[config.mk]
export PLATFORM = sky130hd
export DESIGN_NAME = xml_entity_escaper
export DESIGN_NICKNAME = d
export VERILOG_FILES = /design/src/hdl/xee_pkg.sv /design/src/hdl/xee_front.sv /design/src/hdl/xee_fifo.sv /design/src/hdl/xee_back.sv /design/src/hdl/xml_entity_escaper.sv
export SDC_FILE = /design/constraint.sdc
export NUM_CORES = 1
export LEC_CHECK = 0
export BUFFER_PORTS_ARGS = -buffer_cell sky130_fd_sc_hd__buf_2
export CAP_MARGIN = 20
export CORE_MARGIN = 2
export CORE_UTILIZATION = 54
export CTS_BUF_LIST = sky130_fd_sc_hd__clkbuf_16
export DETAILED_ROUTE_END_ITERATION = 10
export MAX_ROUTING_LAYER = met4
export PLACE_DENSITY_LB_ADDON = 0.2
export SLEW_MARGIN = 5
export SYNTH_ARGS = -nofsm -noshare
export SYNTH_HDL_FRONTEND = slang
export SYNTH_SLANG_ARGS = --single-unit
[constraint.sdc]
create_clock -name clk -period 4.05 [get_ports clk]
set_input_delay 0.81 -clock clk [delete_from_list [all_inputs] [get_ports clk]]
set_output_delay 0.81 -clock clk [all_outputs]
set_load 0.05 [all_outputs]
[src/hdl/xee_pkg.sv]
// xee_pkg: shared types, constants and entity lookup for the xml entity escaper
// depends on nothing; used by xee_front, xee_fifo, xee_back and xml_entity_escaper
`default_nettype none

package xee_pkg;

    localparam int FIFO_DEPTH = 4;

    localparam logic [7:0] LEAD_BYTE = 8'hC2;
    localparam logic [7:0] NBSP_BYTE = 8'hA0;
    localparam logic [7:0] CHAR_AMP  = 8'h26;
    localparam logic [7:0] CHAR_LT   = 8'h3C;
    localparam logic [7:0] CHAR_GT   = 8'h3E;
    localparam logic [7:0] CHAR_QUOT = 8'h22;
    localparam logic [7:0] CHAR_APOS = 8'h27;

    typedef logic [2:0] kind_t;
    typedef logic [2:0] idx_t;

    localparam kind_t KIND_RAW1 = 3'd0;
    localparam kind_t KIND_RAW2 = 3'd1;
    localparam kind_t KIND_AMP  = 3'd2;
    localparam kind_t KIND_LT   = 3'd3;
    localparam kind_t KIND_GT   = 3'd4;
    localparam kind_t KIND_QUOT = 3'd5;
    localparam kind_t KIND_APOS = 3'd6;
    localparam kind_t KIND_NBSP = 3'd7;

    typedef struct packed {
        kind_t      kind;
        logic [7:0] data;
        logic       last;
    } desc_t;

    localparam logic [0:0] REG_ATTR = 1'b0;
    localparam logic [0:0] REG_UTF8 = 1'b1;

    // number of output bytes for one descriptor
    function automatic idx_t kind_len(input kind_t kind);
        idx_t len;
        begin
            case (kind)
                KIND_RAW1: len = 3'd1;
                KIND_RAW2: len = 3'd2;
                KIND_AMP:  len = 3'd5;
                KIND_LT:   len = 3'd4;
                KIND_GT:   len = 3'd4;
                KIND_QUOT: len = 3'd6;
                KIND_APOS: len = 3'd6;
                KIND_NBSP: len = 3'd6;
                default:   len = 3'd1;
            endcase
            return len;
        end
    endfunction

    // byte number idx of the text a descriptor expands to
    function automatic logic [7:0] kind_char(input kind_t kind, input logic [7:0] data,
                                             input idx_t idx);
        logic [7:0] ch;
        begin
            ch = CHAR_AMP;
            case (kind)
                KIND_RAW1: ch = data;
                KIND_RAW2: ch = (idx == 3'd0) ? LEAD_BYTE : data;
                KIND_AMP:
                    case (idx)
                        3'd1:    ch = "a";
                        3'd2:    ch = "m";
                        3'd3:    ch = "p";
                        3'd4:    ch = ";";
                        default: ch = CHAR_AMP;
                    endcase
                KIND_LT:
                    case (idx)
                        3'd1:    ch = "l";
                        3'd2:    ch = "t";
                        3'd3:    ch = ";";
                        default: ch = CHAR_AMP;
                    endcase
                KIND_GT:
                    case (idx)
                        3'd1:    ch = "g";
                        3'd2:    ch = "t";
                        3'd3:    ch = ";";
                        default: ch = CHAR_AMP;
                    endcase
                KIND_QUOT:
                    case (idx)
                        3'd1:    ch = "q";
                        3'd2:    ch = "u";
                        3'd3:    ch = "o";
                        3'd4:    ch = "t";
                        3'd5:    ch = ";";
                        default: ch = CHAR_AMP;
                    endcase
                KIND_APOS:
                    case (idx)
                        3'd1:    ch = "a";
                        3'd2:    ch = "p";
                        3'd3:    ch = "o";
                        3'd4:    ch = "s";
                        3'd5:    ch = ";";
                        default: ch = CHAR_AMP;
                    endcase
                KIND_NBSP:
                    case (idx)
                        3'd1:    ch = "n";
                        3'd2:    ch = "b";
                        3'd3:    ch = "s";
                        3'd4:    ch = "p";
                        3'd5:    ch = ";";
                        default: ch = CHAR_AMP;
                    endcase
                default: ch = data;
            endcase
            return ch;
        end
    endfunction

endpackage

`default_nettype wire

[src/hdl/xee_front.sv]
// xee_front: accepts input beats, classifies each byte and tracks a held utf-8 lead
// depends on xee_pkg
`default_nettype none

module xee_front (
    input  wire logic           clk,
    input  wire logic           rst_n,
    input  wire logic           attr_ctx,
    input  wire logic           utf8,
    input  wire logic           in_valid,
    input  wire logic [7:0]     in_byte,
    input  wire logic           in_last,
    input  wire logic           q_full,
    output xee_pkg::desc_t      q_desc,
    output logic                q_push
);

    logic       pend_reg;
    logic       pend_next;
    logic       accept;
    logic       emit;
    xee_pkg::kind_t kind;

    assign accept = in_valid && !q_full;

    always_comb
    begin
        kind      = xee_pkg::KIND_RAW1;
        emit      = 1'b1;
        pend_next = pend_reg;
        if (pend_reg)
        begin
            // held lead resolves whatever the mode now says
            kind      = (in_byte == xee_pkg::NBSP_BYTE) ? xee_pkg::KIND_NBSP
                                                        : xee_pkg::KIND_RAW2;
            pend_next = 1'b0;
        end
        else if (in_byte == xee_pkg::CHAR_AMP)
            kind = xee_pkg::KIND_AMP;
        else if (in_byte == xee_pkg::CHAR_LT)
            kind = xee_pkg::KIND_LT;
        else if (in_byte == xee_pkg::CHAR_GT)
            kind = xee_pkg::KIND_GT;
        else if (attr_ctx && in_byte == xee_pkg::CHAR_QUOT)
            kind = xee_pkg::KIND_QUOT;
        else if (attr_ctx && in_byte == xee_pkg::CHAR_APOS)
            kind = xee_pkg::KIND_APOS;
        else if (!utf8 && in_byte == xee_pkg::NBSP_BYTE)
            kind = xee_pkg::KIND_NBSP;
        else if (utf8 && in_byte == xee_pkg::LEAD_BYTE && !in_last)
        begin
            // hold the lead; a lead on the last byte goes out raw
            emit      = 1'b0;
            pend_next = 1'b1;
        end
    end

    assign q_desc.kind = kind;
    assign q_desc.data = in_byte;
    assign q_desc.last = in_last;
    assign q_push      = accept && emit;

    always_ff @(posedge clk or negedge rst_n)
    begin
        if (!rst_n)
            pend_reg <= 1'b0;
        else if (accept)
            pend_reg <= pend_next;
    end

endmodule

`default_nettype wire

[src/hdl/xee_fifo.sv]
// xee_fifo: short descriptor queue between the classifier and the expander
// depends on xee_pkg
`default_nettype none

module xee_fifo #(
    parameter int DEPTH = xee_pkg::FIFO_DEPTH
) (
    input  wire logic           clk,
    input  wire logic           rst_n,
    input  wire logic           push,
    input  wire xee_pkg::desc_t wr_desc,
    output logic                full,
    input  wire logic           take,
    output xee_pkg::desc_t      rd_desc,
    output logic                avail
);

    localparam int PTR_W = (DEPTH > 1) ? $clog2(DEPTH) : 1;
    localparam int CNT_W = $clog2(DEPTH + 1);

    xee_pkg::desc_t     mem_reg [DEPTH];
    logic [PTR_W-1:0]   wr_ptr_reg;
    logic [PTR_W-1:0]   rd_ptr_reg;
    logic [CNT_W-1:0]   cnt_reg;
    logic               do_push;
    logic               do_take;

    assign full    = (cnt_reg == CNT_W'(DEPTH));
    assign avail   = (cnt_reg != '0);
    assign do_push = push && !full;
    assign do_take = take && avail;
    assign rd_desc = mem_reg[rd_ptr_reg];

    always_ff @(posedge clk)
    begin
        if (do_push)
            mem_reg[wr_ptr_reg] <= wr_desc;
    end

    always_ff @(posedge clk or negedge rst_n)
    begin
        if (!rst_n)
        begin
            wr_ptr_reg <= '0;
            rd_ptr_reg <= '0;
            cnt_reg    <= '0;
        end
        else
        begin
            if (do_push)
                wr_ptr_reg <= (wr_ptr_reg == PTR_W'(DEPTH - 1)) ? '0 : wr_ptr_reg + 1'b1;
            if (do_take)
                rd_ptr_reg <= (rd_ptr_reg == PTR_W'(DEPTH - 1)) ? '0 : rd_ptr_reg + 1'b1;
            if (do_push && !do_take)
                cnt_reg <= cnt_reg + 1'b1;
            else if (do_take && !do_push)
                cnt_reg <= cnt_reg - 1'b1;
        end
    end

endmodule

`default_nettype wire

[src/hdl/xee_back.sv]
// xee_back: expands one descriptor at a time into output beats
// depends on xee_pkg
`default_nettype none

module xee_back (
    input  wire logic           clk,
    input  wire logic           rst_n,
    input  wire xee_pkg::desc_t q_desc,
    input  wire logic           q_avail,
    output logic                q_take,
    input  wire logic           pop,
    output logic                empty,
    output logic [7:0]          out_byte,
    output logic                run_last,
    output logic                string_end
);

    xee_pkg::desc_t cur_reg;
    xee_pkg::idx_t  idx_reg;
    logic           valid_reg;
    logic           fin;
    logic           beat;

    assign fin        = (idx_reg == xee_pkg::kind_len(cur_reg.kind) - 3'd1);
    assign beat       = pop && valid_reg;
    assign empty      = !valid_reg;
    assign out_byte   = xee_pkg::kind_char(cur_reg.kind, cur_reg.data, idx_reg);
    assign run_last   = fin;
    assign string_end = fin && cur_reg.last;

    // reload on the final beat of a run so raw bytes keep one per cycle while pop stays high
    assign q_take = q_avail && (!valid_reg || (beat && fin));

    always_ff @(posedge clk)
    begin
        if (q_take)
            cur_reg <= q_desc;
    end

    always_ff @(posedge clk or negedge rst_n)
    begin
        if (!rst_n)
        begin
            valid_reg <= 1'b0;
            idx_reg   <= '0;
        end
        else if (q_take)
        begin
            valid_reg <= 1'b1;
            idx_reg   <= '0;
        end
        else if (beat)
        begin
            if (fin)
                valid_reg <= 1'b0;
            idx_reg <= fin ? '0 : idx_reg + 3'd1;
        end
    end

endmodule

`default_nettype wire

[src/hdl/xml_entity_escaper.sv]
// xml_entity_escaper: top level, config registers, classifier, queue and expander
// depends on xee_pkg, xee_front, xee_fifo, xee_back
// path: an accepted byte is written into the queue, then loaded into the expander's
// descriptor register, which drives its first output beat on the ports
// throughput: one input byte per cycle while bytes pass through and pop is held high;
// an escape gives one output beat per character of its entity (4 to 6), the queue
// of FIFO_DEPTH descriptors absorbs bursts; a held utf-8 lead gives no beat
// reset: queue, expander and lead hold emptied, both config registers cleared
`default_nettype none

module xml_entity_escaper #(
    parameter int FIFO_DEPTH = xee_pkg::FIFO_DEPTH
) (
    input  wire logic           clk,
    input  wire logic           rst_n,
    input  wire logic           psel,
    input  wire logic           penable,
    input  wire logic           pwrite,
    input  wire logic [2:0]     paddr,
    input  wire logic [31:0]    pwdata,
    output logic [31:0]         prdata,
    output logic                pready,
    input  wire logic           push,
    output logic                full,
    input  wire logic [7:0]     data_byte,
    input  wire logic           is_last,
    output logic                empty,
    input  wire logic           pop,
    output logic [7:0]          out_byte,
    output logic                run_last,
    output logic                string_end
);

    logic           attr_reg;
    logic           utf8_reg;
    logic           cfg_wr;
    logic           q_full;
    logic           q_push;
    logic           q_take;
    logic           q_avail;
    xee_pkg::desc_t wr_desc;
    xee_pkg::desc_t rd_desc;

    assign pready = 1'b1;
    assign cfg_wr = psel && penable && pwrite;
    assign prdata = (paddr[2] == xee_pkg::REG_UTF8) ? {31'd0, utf8_reg} : {31'd0, attr_reg};

    always_ff @(posedge clk or negedge rst_n)
    begin
        if (!rst_n)
        begin
            attr_reg <= 1'b0;
            utf8_reg <= 1'b0;
        end
        else if (cfg_wr)
        begin
            if (paddr[2] == xee_pkg::REG_ATTR)
                attr_reg <= pwdata[0];
            else
                utf8_reg <= pwdata[0];
        end
    end

    assign full = q_full;

    xee_front u_front (
        .clk      (clk),
        .rst_n    (rst_n),
        .attr_ctx (attr_reg),
        .utf8     (utf8_reg),
        .in_valid (push),
        .in_byte  (data_byte),
        .in_last  (is_last),
        .q_full   (q_full),
        .q_desc   (wr_desc),
        .q_push   (q_push)
    );

    xee_fifo #(
        .DEPTH (FIFO_DEPTH)
    ) u_fifo (
        .clk     (clk),
        .rst_n   (rst_n),
        .push    (q_push),
        .wr_desc (wr_desc),
        .full    (q_full),
        .take    (q_take),
        .rd_desc (rd_desc),
        .avail   (q_avail)
    );

    xee_back u_back (
        .clk        (clk),
        .rst_n      (rst_n),
        .q_desc     (rd_desc),
        .q_avail    (q_avail),
        .q_take     (q_take),
        .pop        (pop),
        .empty      (empty),
        .out_byte   (out_byte),
        .run_last   (run_last),
        .string_end (string_end)
    );

endmodule

`default_nettype wire
==> impl_metrics.yaml <==
finish:
  final_nets: 434
  diodes: 0
  area_delta_synth_final_pct: 10.0
  most-common-layout-cells: "edfxtp_1 (60), conb_1 (32), buf_2 (30)"
  drive_above_1_share_pct: 19.5
  final_common_cell: "edfxtp_1"
  largest_reg_flops: 48
global_routing:
  grt_pass1_vias: 2556
  grt_max_degree: 31
  grt_pass1_wl_um: 12500
  antenna_found_initial: 0
  grt_usage_pct: 20.0
  gr-total-overflow: 0
routing:
  wl_per_cell_um: 15.9
  first_pass_iters: 4
  dr.first_iter.drc_count: 143
  postRouteAntennaNets: 0
  drc: 0
  vias: 2656
  wirelength_um: 7500
  viasPerCell: 5.62
die:
  rows: 31
  dieWidth_um: 91.5
  dieArea_um2: 8370
  die_y_um: 91.5
  core_um2: 7330
  ios: 96
  initial_utilization_pct: 56.4
synthesis:
  avgSynthCellArea_um2: 12.0
  syn-instance-count: 346
  ys_seq_elements: 74
  ys_types: 57
  async_flop_share_pct: 18.9
  syn_area_um2: 4140
  ys.flop_type: "edfxtp_1"
  synth_edf_count: 60
  ys_top_cells_by_area: "edfxtp_1 (44%), dfrtp_1 (8.5%), mux4_2 (6.5%)"
  ys_seq_area_share_pct: 52.0
  yosys.area.top_type: "edfxtp_1"
  synth.top_cell.area_share_pct: 43.6
  synth_warnings: 0
job:
  drv_cap: 0
hold_path:
  hold_class: "primary input to async pin"
worst_setup_path:
  critPathRequiredTime_ns: 3.24
  critPathArrivalTime_ns: 2.84
  cp-end-kind: "output pin"
  rrSetupSlack_ns: 0.97
  r2r-end: "u_fifo.cnt_reg[1]"
  worstPathMaxFanout: 11
  path_class: "register to output pin"
  startpoint_type: "register"
  rr_worst_depth: 9
  r2r-start: "u_back.cur_reg[9]"
sta:
  max_freq_mhz: 274
  worst_slew_pin_slew_ns: 0.868
  period_needed_ns: 3.65
  fin_crit_sh_pct: 90.1
  hold_viol: 0
  rsz0062_at_grt: "false"
  fin_worst_skew_ns: 0.00829
  slew_headroom_pct: 42.2
  finalMaxSlewViolations: 0
  final.setup.tns_ns: 0
  timing.hold.ws_ns: 0.372
  setup_viol: 0
power_and_ir_drop:
  p_leak_nw: 1.74
  ir_worst_vdd_mv: 0.403
  p_per_area_nw_per_um2: 757
cts:
  cts_resized: 0
  cts.sinks: 74
  cts_tree: "yes"
  clk_pin_slew_ns: 0.06
  cts-hold-fix-buffers: 0
  clk_latency_ns: 0.33
  cts_buffer_depth: 2
  htreeDepth: 3
  cts_buffers: 9
  cts_setup_buffers: 0
  clock-root-buffer: "clkbuf_16"
place:
  routabilityCongestion: 0.861
  dp_hpwl_um: 5060
  port-buffer-count: 30
status:
  status: "completed"
==> metal layers <==
layer / GRT usage [%] / up-vias / wire length (µm)
met5: - / - / 0
met4: 7.70 / 0 / 127
met3: 3.49 / 10 / 324
met2: 32.8 / 86 / 3870
met1: 24.8 / 1289 / 3170
li1: - / 1271 / -
==> worst max path at each step <==
stage | start | to | slack (ns) | depth (start not counted)
floorplan | u_back.idx_reg[1] | out_byte[0] | 0.46 | 8
global placement | u_back.idx_reg[1] | out_byte[6] | 0.77 | 8
detailed placement | u_back.idx_reg[1] | out_byte[6] | 0.77 | 8
CTS | u_back.idx_reg[1] | out_byte[6] | 0.40 | 8
global route | u_back.idx_reg[1] | out_byte[6] | 0.19 | 8
finish | u_back.idx_reg[1] | out_byte[6] | 0.40 | 8
==> final cells by class <==
type                    instances  area, µm²
clock buffers                   9        225
well taps                      99        124
flip-flops and latches         74       2150
multi-input cells             236       1710
clock inverters                 7        109
fillers                       582       2780
inverters                      15       56.3
repair buffers                 33        173
==> critical path, cell delays in order (launching register included) <==
cell,delay [ns]
dfrtp_1,0.51
inv_1,0.24
ha_1,0.39
nor2b_1,0.34
o21ai_0,0.15
a211o_1,0.34
a31oi_1,0.13
o31a_1,0.15
buf_2,0.25
==> cells in the mapped netlist (4+ instances only) <==
cell / count
dfrtp_1: 14
nand3_1: 6
and2_1: 5
ha_1: 13
inv_1: 15
clkbuf_1: 11
edfxtp_1: 60
mux2_2: 7
nor2_1: 18
o21ai_0: 18
nor3b_1: 4
a31oi_1: 10
nor3_1: 7
buf_4: 32
mux4_2: 12
nand2_1: 17
o211ai_1: 8
nor2b_1: 8
a21oi_1: 16
nand2b_1: 5
buf_1: 4
==> through the flow <==
| step | total power, W | std cells | instance area (µm²) | util (%) | setup slack, ns |
|---|---|---|---|---|---|
| floorplan | 0.00231 | 376 | 4250 | - | 0.463 |
| global placement | 0.00254 | 457 | 4220 | 57.5 | 0.766 |
| detailed placement | 0.00258 | 457 | 4220 | 57.5 | 0.769 |
| CTS | 0.00347 | 473 | 4550 | 62.1 | 0.399 |
| global route | 0.00366 | 473 | 4550 | 62.1 | 0.191 |
| finish | 0.00345 | 473 | 4550 | 62.1 | 0.402 |
==> power breakdown <==
group	internal, W	leakage [nW]	total [W]	switching (W)
Clock	0.000594	0.162	0.000878	0.000284
Combinational	0.000503	0.858	0.00132	0.000822
Sequential	0.00105	0.717	0.00124	0.000192
==> cell families (layout without fill, tap and decap cells) <==
logic type / count (synthesis) / in the layout / synth area share [%]
and+or+nand+nor: 86 / 86 / 11.3
AOI/OAI and AO/OA: 78 / 78 / 12.7
DFF: 74 / 74 / 52.0
buffers and inverters: 66 / 64 / 9.32
muxes: 22 / 22 / 9.23
adders and majority gates: 14 / 14 / 4.42
xor gates and xnor gates: 4 / 4 / 0.847
other: 2 / 32 / 0.182
No activity file was read; power rests on OpenSTA's default activity.
